==> config.mk <==
export PLATFORM = sky130hd
export DESIGN_NAME = bhpq_ctrl
export DESIGN_NICKNAME = d
export VERILOG_FILES = /design/src/rtl/bhpq_pkg.sv /design/src/rtl/bhpq_ctrl.sv
export SDC_FILE = /design/constraint.sdc
export NUM_CORES = 1
export LEC_CHECK = 0
export ABC_AREA = 1
export BUFFER_PORTS_ARGS = -buffer_cell sky130_fd_sc_hd__buf_4
export CORE_AREA = 4 4 41 43
export DETAILED_ROUTE_END_ITERATION = 8
export DIE_AREA = 0 0 45 47
export GPL_ROUTABILITY_DRIVEN = 0
export PLACE_DENSITY_LB_ADDON = 0.25
export SLEW_MARGIN = 20
export SYNTH_ARGS = -nofsm -noshare
export SYNTH_HDL_FRONTEND = slang
export SYNTH_SLANG_ARGS = --single-unit
==> constraint.sdc <==
create_clock -name clk -period 2.8 [get_ports clk]
set_input_delay 0.28 -clock clk [delete_from_list [all_inputs] [get_ports clk]]
set_output_delay 0.28 -clock clk [all_outputs]
set_load 0.02 [all_outputs]
==> src/rtl/bhpq_pkg.sv <==
// Package for the binary max-heap priority queue.
// Holds the entry type, opcodes, status codes, controller states, the command and
// status structs between controller and datapath, and the entry ordering function.
`default_nettype none

package bhpq_pkg;

  localparam int CAPACITY_DEF = 1024;
  localparam int PRIO_W       = 32;
  localparam int TIE_W        = 64;
  localparam int ENTRY_CNT_W  = 11;
  localparam int STAT_W       = 2;

  typedef struct packed {
    logic [PRIO_W-1:0] prio;
    logic [TIE_W-1:0]  tie;
  } entry_t;

  typedef enum logic {
    OP_PUSH = 1'b0,
    OP_POP  = 1'b1
  } op_t;

  typedef enum logic [STAT_W-1:0] {
    STAT_OK    = 2'd0,
    STAT_EMPTY = 2'd1,
    STAT_FULL  = 2'd2
  } stat_t;

  typedef enum logic [3:0] {
    ST_IDLE,
    ST_DEC,
    ST_UP_CHK,
    ST_UP_CMP,
    ST_POP_WT,
    ST_DN_CHK,
    ST_DN_SEL,
    ST_DN_CMP,
    ST_FIN
  } state_t;

  // controller -> datapath
  typedef struct packed {
    logic load_in;
    logic set_full;
    logic set_empty;
    logic push_init;
    logic pop_init;
    logic rd_parent;
    logic up_move;
    logic wr_mov;
    logic pop_load;
    logic rd_kids;
    logic dn_sel;
    logic dn_move;
    logic out_load;
  } cmd_t;

  // datapath -> controller
  typedef struct packed {
    logic op_pop;
    logic full;
    logic empty;
    logic pos_zero;
    logic up_stop;
    logic kid_out;
    logic dn_stop;
  } sts_t;

  // true when a ranks strictly below b: lower priority, or equal and larger tie key
  function automatic logic ranks_below(entry_t a, entry_t b);
    logic lt;
    logic eq;
    lt = $signed(a.prio) < $signed(b.prio);
    eq = a.prio == b.prio;
    return lt || (eq && (a.tie > b.tie));
  endfunction

endpackage

`default_nettype wire

==> src/rtl/bhpq_ctrl.sv <==
// Controller for the heap queue: sequencer for push sift-up and pop sift-down.
// Depends on bhpq_pkg; drives bhpq_dpath through cmd_t and reads sts_t.
`default_nettype none

module bhpq_ctrl (
  input  wire logic          clk,
  input  wire logic          rst_n,
  input  wire logic          in_valid,
  output logic               in_ready,
  output logic               out_valid,
  input  wire logic          out_ready,
  input  wire bhpq_pkg::sts_t sts,
  output bhpq_pkg::cmd_t     cmd
);
  import bhpq_pkg::*;

  state_t state_r, state_nxt;
  logic   out_valid_r, out_valid_nxt;

  always_ff @(posedge clk) begin
    if (!rst_n) begin
      state_r     <= ST_IDLE;
      out_valid_r <= 1'b0;
    end else begin
      state_r     <= state_nxt;
      out_valid_r <= out_valid_nxt;
    end
  end

  always_comb begin
    cmd       = '0;
    state_nxt = state_r;
    case (state_r)
      ST_IDLE: begin
        if (in_valid) begin
          cmd.load_in = 1'b1;
          state_nxt   = ST_DEC;
        end
      end
      ST_DEC: begin
        if (sts.op_pop) begin
          if (sts.empty) begin
            cmd.set_empty = 1'b1;
            state_nxt     = ST_FIN;
          end else begin
            cmd.pop_init = 1'b1;
            state_nxt    = ST_POP_WT;
          end
        end else if (sts.full) begin
          cmd.set_full = 1'b1;
          state_nxt    = ST_FIN;
        end else begin
          cmd.push_init = 1'b1;
          state_nxt     = ST_UP_CHK;
        end
      end
      ST_UP_CHK: begin
        if (sts.pos_zero) begin
          cmd.wr_mov = 1'b1;
          state_nxt  = ST_FIN;
        end else begin
          cmd.rd_parent = 1'b1;
          state_nxt     = ST_UP_CMP;
        end
      end
      ST_UP_CMP: begin
        if (sts.up_stop) begin
          cmd.wr_mov = 1'b1;
          state_nxt  = ST_FIN;
        end else begin
          cmd.up_move = 1'b1;
          state_nxt   = ST_UP_CHK;
        end
      end
      ST_POP_WT: begin
        if (sts.empty) begin
          state_nxt = ST_FIN;
        end else begin
          cmd.pop_load = 1'b1;
          state_nxt    = ST_DN_CHK;
        end
      end
      ST_DN_CHK: begin
        if (sts.kid_out) begin
          cmd.wr_mov = 1'b1;
          state_nxt  = ST_FIN;
        end else begin
          cmd.rd_kids = 1'b1;
          state_nxt   = ST_DN_SEL;
        end
      end
      ST_DN_SEL: begin
        cmd.dn_sel = 1'b1;
        state_nxt  = ST_DN_CMP;
      end
      ST_DN_CMP: begin
        if (sts.dn_stop) begin
          cmd.wr_mov = 1'b1;
          state_nxt  = ST_FIN;
        end else begin
          cmd.dn_move = 1'b1;
          state_nxt   = ST_DN_CHK;
        end
      end
      ST_FIN: begin
        if (!out_valid_r || out_ready) begin
          cmd.out_load = 1'b1;
          state_nxt    = ST_IDLE;
        end
      end
      default: begin
        state_nxt = ST_IDLE;
      end
    endcase
  end

  always_comb begin
    out_valid_nxt = out_valid_r && !out_ready;
    if (cmd.out_load) begin
      out_valid_nxt = 1'b1;
    end
  end

  assign in_ready  = (state_r == ST_IDLE);
  assign out_valid = out_valid_r;

endmodule

`default_nettype wire

### Yosys cells after proc, flatten, opt, wreduce, memory -nomap -nowiden

Cells that the tools add are included.

| storage, ports and cells | value |
|---|---|
| bits of input ports | 11 |
| word-level logic and storage cells | 58 |
| register bits after elaboration | 5 |

| operators by class | value |
|---|---|
| reduce and logical (&&, ||, !) cells | 6 |
| multiplexer cells | 40 |
| eq/ne operators | 10 |

Operators with widths:

| operator | number |
|---|---|
| 2-to-1 mux 4 bit | 11 |
| case mux 4 bit (9 select lines) | 1 |
| 2-to-1 mux 1 bit | 27 |
| equality test 4 x 3 -> 1 bit, second input constant | 4 |
| equality test 4 x 2 -> 1 bit, second input constant | 2 |
| equality test 4 x 1 -> 1 bit, second input constant | 1 |
| equality test 4 bit, second input constant | 1 |
| logical NOT 4 bit | 1 |
| != test 2 bit, second input constant | 2 |
| case mux 1 bit (4 select lines) | 1 |
| logical NOT 1 bit | 2 |
| AND reduction 2 bit | 1 |
| logical AND 1 bit | 1 |
| logical OR 1 bit | 1 |

### Logic depth before layout (Yosys ltp)

Gate-level depths: netlist (run 1).

| logic depth | value |
|---|---|
| word-level depth | 5 |
| mapped depth | 8 |
| mapped depth without buffers | 8 |

### Worst setup path before layout (run 1)

Ideal clock, no wire load.

| timing path | value |
|---|---|
| path type | reg-to-output |
| start | register state_r[1] |
| end | output port cmd[0] in the netlist's numbering |
| stages on the path, launching flop included | 4 |
| path slack | 1451 ps |
| arrival time | 1069 ps |
| data required time | 2520 ps |
| buffers on the path | 0 |
| cells stage by stage | dfxtp_1 -> nor2_2 -> nand2_2 -> nor3_1 |

RTL lines:

| what | RTL line | text |
|---|---|---|
| from (decl) | bhpq_ctrl.sv:17 | `state_t state_r, state_nxt;` |
| from (signal assigned) | bhpq_ctrl.sv:25 | `state_r <= state_nxt;` |
| to (decl) | bhpq_ctrl.sv:13 | `output bhpq_pkg::cmd_t cmd` |

==> implementation parameters, run 1 <==
Parameter                              Value

Pwr
  Switching share of total power    0.379
  Clock group share of total power    0.299
  Part of the power in combinational logic    0.397
  Pint    approximately 180 uW
  Net Switching    between 100 and 150 uW
  VDD IR-drop max    about 240 uV
  Total Power    284 uW
  Pwr dens    between 300 and 400 nW/um^2
  Sequential power share    0.304
  Leak pwr    0.491 nW

STA
  Max Slew Vio Count    0
  Post-route minimum period    1580 ps
  TNS Setup    0 ps
  Maximum clock skew at final layout    2.94 ps
  RSZ-0062 raised after global routing    no
  Rel. slew slack    0.828
  Setup Viol. Count Final    0
  Portion of the clock cycle consumed by the worst path in the final layout    0.566
  Actual transition at the worst max-transition pin    roughly 260 ps
  Final Worst Setup Slack    roughly 1200 ps
  Achievable frequency    around 630 MHz
  Final Hold Viols    0

CTS
  Later-pin clock latency in the skew report    around 250 ps
  CTS tree    yes
  Post-cts hold buffer count    0
  CTS Buf Count    3
  Number of gates resized after cts    0
  CTS HTree Levels    1
  Post-CTS repair timing setup buffer count    0
  Number of buffers on the longest clock path    2
  Sinks on the clock net    5
  Post-CTS clock slew at the launch and capture registers of the worst setup and hold paths    approximately 40 ps
  Root buffer cell    clkbuf_4

Route
  Routed wl met3    roughly 120 microns
  Drc violations    0
  Count of TritonRoute iterations in the first routing pass    4
  Routed vias    just under 600
  Sum of met2 wire segment lengths after detailed routing    between 500 and 600 microns
  Via density    around 4.5
  Antenna-violating nets left    0
  Detail-routed net length per standard cell    9.82 microns
  Final wirelength    around 1300 microns
  Count of routing violations after the opening detailed-route iteration    8
  Max layer used    met4
  Detailed-routing wirelength on met1    about 570 microns

Logic synthesis
  Count of distinct cell types in the synthesized netlist    17
  Share of the synthesized area in the top cell type    0.207
  Leading post-synthesis cells by instance count    22 x inv_1, 19 x nand2_1, 12 x nor2_1, 11 x nand3_1, 5 x dfxtp_1
  Summed instance area of the synthesized netlist    roughly 480 sq um
  Most numerous cell in the Yosys netlist    inv_1
  Nets in the synthesized netlist    100
  Per-instance average area after synthesis    5.43 sq um
  Gate count after technology mapping    between 80 and 90
  Top cells by area in the synthesized netlist    dfxtp_1 21%, inv_1 17%, nand2_1 15%
  Total number of yosys warnings    0
  Share of synthesized registers carrying an async set or reset    0
  Dominant synthesized flop cell    dfxtp_1
  Synth area leader    dfxtp_1
  Register area share after synthesis    0.207
  Number of register bits inferred by synthesis    5
  Number of enable flip-flop cells after synthesis    0

Status
  Status    completed

Die
  Die X-Extent    around 45 microns
  Initial cell density of the core    0.371
  Floorplan Core Area    between 1000 and 1500 sq um
  Area enclosed by the die boundary    2120 sq um
  # IOs    26
  Floorplan die height    between 40 and 50 microns
  Cell row count    13

Cells and area
  Nets@finish    130
  Layout overhead on the synthesized area    48.2%
  Share of post-route cells with drive strength above 1    0.339
  Final std cell area, no fill    just over 700 sq um
  Count of filler cells inserted in the layout    ~140
  Area of the multi-input gates    284 sq um
  Area occupied by registers    approximately 100 sq um
  Number of antenna cells inserted    0

Setup path
  Peak fanout along the critical path    9
  Type of origin of the critical path    flop
  Data arrival, critical path    ~1300 ps
  Required time worst endpoint    around 2500 ps
  Critical path class    flop to output pin
  Kind of end point of the critical path    output pin

GRT
  Number of global-route vias before repair    just under 600
  Total global routing track utilization    0.149
  Number of antenna violations at the first check in global routing    0
  Wire length of the first global-routing pass    approximately 2300 microns
  Largest net degree at the start of global routing    10
  GRT overflow    0

Worst hold path
  Class of the worst hold path    input port to flop

Place
  Post-detail-place hpwl    around 1100 microns
  Worst slack at placement    between 1000 and 1500 ps
  Placement-stage cell area    689 sq um
  PortBufs    25

Flow run
  Count of max-cap constraint violations    0
path summary, 6_finish.rpt:
check | end | depth (start not counted) | slack (ps) | from
setup reg to reg | state_r[0]$_SDFFE_PN0P_ | 5 | 1670 | state_r[1]$_SDFFE_PN0P_
setup / recovery | cmd[6] | 5 | 1220 | state_r[3]$_SDFFE_PN0P_
hold reg to reg | out_valid$_SDFF_PN0_ | 4 | 590 | out_valid$_SDFF_PN0_
hold / removal | out_valid$_SDFF_PN0_ | 3 | 310 | rst_n
final cells by class:
| cell class | count | area share |
|---|---|---|
| multi-input combinational | 58 | 0.397 |
| timing repair buffer | 25 | 0.262 |
| sequential | 5 | 0.140 |
| inverter | 26 | 0.138 |
| clock buffer | 4 | 0.0367 |
| tap | 15 | 0.0262 |
sequential cells by signal, indices dropped and copies added (netlist names):
signal / cells
state_r: 4
out_valid: 1
cells in the final DEF (no fill, tap or decap):
cell,instances
a21oi_1,1
buf_4,25
clkbuf_1,1
clkbuf_4,3
clkinv_2,1
dfxtp_1,5
inv_1,22
inv_2,3
nand2_1,19
nand2_2,2
nand3_1,11
nand3b_1,1
nand4_1,1
nor2_1,12
nor2_2,3
nor2_4,3
nor3_1,1
o21a_1,1
o21ai_0,2
or2_1,1
metal layers:
| metal | up-vias | global-route usage |
|---|---|---|
| li1 | 322 | - |
| met1 | 242 | 0.172 |
| met2 | 27 | 0.237 |
| met3 | 5 | 0.0230 |
| met4 | 0 | 0.135 |
| met5 | - | 0 |
critical path, stage by stage, from the launching register on:
cell and delay (ps):
dfxtp_1 370, nor2_4 210, nand2_1 70, or2_1 220, inv_1 60, buf_4 130
power groups by stage:
stage | clock, mW | sequential, mW | combinational (mW)
6_report | 0.0849 | 0.0863 | 0.113
5_1_grt | 0.0954 | 0.0874 | 0.126
4_1_cts | 0.0911 | 0.0863 | 0.114
3_5_place_dp | 0 | 0.0876 | 0.113
3_3_place_gp | 0 | 0.0869 | 0.113
2_1_floorplan | 0 | 0.0873 | 0.0687
stage by stage:
stage,util,std cells,hold slack (ps)
3_3_place_gp,0.530,129,570
2_1_floorplan,-,89,443
6_report,0.550,133,312
3_5_place_dp,0.530,129,566
5_1_grt,0.550,133,317
4_1_cts,0.550,133,305
kinds of logic after synthesis:
family                 after synthesis  share of synthesized area
AOI/OAI and AO/OA                    4                     0.0466
buffers and inverters               26                      0.205
DFF                                  5                      0.207
and+or+nand+nor                     54                      0.541
(Power assumes the default switching activity.)
==> inputs of run 2 (changes only) <==
==> constraint.sdc (replaced) <==
create_clock -name clk -period 1.4 [get_ports clk]
set_input_delay 0.14 -clock clk [delete_from_list [all_inputs] [get_ports clk]]
set_output_delay 0.14 -clock clk [all_outputs]
set_load 0.02 [all_outputs]
==> run 2 against run 1 <==
Against the previous run:
- first-iteration DRC count rose to 2.5 times the previous value
- flip-flop and latch count unchanged
- setup slack worse by 1200 ps
- non-clock buffer count up 5
==> implementation parameters, run 2 (synthesized netlist as in run 1, its figures left out) <==
Parameter                              Value

STA
  Rel. slew slack    0.877
  Final Worst Setup Slack    39.2 ps
  Achievable frequency    735 MHz
  Final Hold Viols    0
  Post-route minimum period    roughly 1400 ps
  Max Slew Vio Count    0
  RSZ-0062 raised after global routing    yes
  Maximum clock skew at final layout    slightly below 2 ps
  Portion of the clock cycle consumed by the worst path in the final layout    0.972
  Setup Viol. Count Final    0
  Actual transition at the worst max-transition pin    between 150 and 200 ps

GRT
  Wire length of the first global-routing pass    between 2000 and 2500 microns
  Number of antenna violations at the first check in global routing    0
  GRT overflow    0
  Number of global-route vias before repair    ~600
  Total global routing track utilization    0.151
  Largest net degree at the start of global routing    8

Die
  Initial cell density of the core    0.371
  # IOs    26
  Floorplan die height    47 microns
  Cell row count    13
  Die X-Extent    approximately 45 microns
  Floorplan Core Area    between 1000 and 1500 sq um
  Area enclosed by the die boundary    2120 sq um

Cells and area
  Commonest cells after routing, fill and taps aside    30 x buf_4, 22 x inv_1, 19 x nand2_1
  Count of filler cells inserted in the layout    ~140
  Share of post-route cells with drive strength above 1    0.407
  Max reg flops    4
  Non-Filler Instances    between 100 and 150
  Largest reg by FF count    state_r
  Area occupied by registers    approximately 110 sq um
  Nets@finish    ~140
  Number of antenna cells inserted    0
  Area of the multi-input gates    approximately 300 sq um
  Core Util, Final    0.594
  Layout overhead on the synthesized area    60.1%
  Most common library cell in the layout ignoring fill and taps    buf_4

Route
  Count of TritonRoute iterations in the first routing pass    3
  Final wirelength    ~1300 microns
  Drc violations    0
  Via density    4.46
  Detail-routed net length per standard cell    between 9 and 10 microns
  Count of routing violations after the opening detailed-route iteration    20
  Routed vias    approximately 600
  Antenna-violating nets left    0

CTS
  Post-CTS clock slew at the launch and capture registers of the worst setup and hold paths    roughly 40 ps
  Number of buffers on the longest clock path    2
  CTS Buf Count    3
  Sinks on the clock net    5
  CTS HTree Levels    1
  CTS tree    yes
  Later-pin clock latency in the skew report    roughly 240 ps
  Root buffer cell    clkbuf_4

Place
  Post-detail-place hpwl    ~1100 microns
  Worst slack at placement    around 230 ps
  PortBufs    25
  Total placed cells including tap cells    roughly 130

Setup path
  Cell-by-cell listing of the critical path    nor2_4, nand2_1, or2_1, inv_1, buf_4
  Worst path max stage delay    ~350 ps
  Data arrival, critical path    1220 ps
  Critical path class    flop to output pin
  Type of origin of the critical path    flop
  Cell with the biggest individual delay on the critical path    dfxtp_2
  Cell count of the worst reg-to-reg path    7
  Peak fanout along the critical path    7
  Required time worst endpoint    around 1300 ps
  Kind of end point of the critical path    output pin

Status
  Status    completed

Pwr
  VDD IR-drop max    a little under 500 uV
  Pwr dens    764 nW/um^2
  Leak pwr    slightly above 0.5 nW

Flow run
  Count of max-cap constraint violations    0

Worst hold path
  Worst Hold Depth    3
  Class of the worst hold path    input port to flop
[run 2: cell types whose count changed in the layout (fill, tap and decap cells not counted)]
| cell | previous run | this run |
|---|---|---|
| buf_4 | 25 | 30 |
| dfxtp_2 | 0 | 2 |
| nand3_1 | 11 | 10 |
| nand3_2 | 0 | 1 |
| nor2_4 | 3 | 4 |
| dfxtp_1 | 5 | 1 |
| dfxtp_4 | 0 | 2 |
| nor2_2 | 3 | 2 |
[run 2: routing by layer]
metal  vias up  part of all wire  track usage
li1        333                 -            -
met1       256              0.44        0.172
met2        22              0.45        0.243
met3         4             0.079       0.0230
met4         0             0.021        0.135
met5         -                 0            0
[run 2: worst max-delay path: cells and delay by family (launching register included)]
kind	cells	cell delay (ps)
flip-flops	1	350
AND/OR/NAND/NOR	3	440
buffers and inverters	2	190
[run 2: cell type report]
type,count,share of cell area
sequential,5,0.142
clock buffer,4,0.0340
timing repair buffer,30,0.291
multi-input combinational,58,0.380
tap,15,0.0243
inverter,26,0.128
[run 2: metrics by stage]
step,area [sq um],hold WS (ps),TNS [ps],power (mW)
after floorplan,483,303,0,0.312
after global placement,689,430,0,0.399
after detailed placement,689,426,0,0.402
after CTS,736,165,0,0.594
after global routing,773,177,-289,0.643
final,773,170,0,0.590
[run 2: timing repair]
action / 4_1_cts / 5_1_grt
buffers inserted: 2 / 3
resized for setup: 4 / 4
setup endpoints to repair: 2 / 11
pin swaps: 1 / 3
endpoints found under the hold margin: 0 / 0
hold buffers: 0 / 0
[run 2: where the power goes]
group / switching [mW] / internal (mW)
clock network: 0.0618 / 0.108
registers: 0.0196 / 0.157
logic: 0.139 / 0.106
total: 0.220 / 0.370
[run 2: final timing paths]
check	startpoint	endpoint	slack (ps)
setup / recovery	state_r[3]$_SDFFE_PN0P_	cmd[6]	40
hold / removal	rst_n	out_valid$_SDFF_PN0_	170
setup reg to reg	state_r[2]$_SDFFE_PN0P_	state_r[2]$_SDFFE_PN0P_	240
hold reg to reg	state_r[3]$_SDFFE_PN0P_	state_r[3]$_SDFFE_PN0P_	580
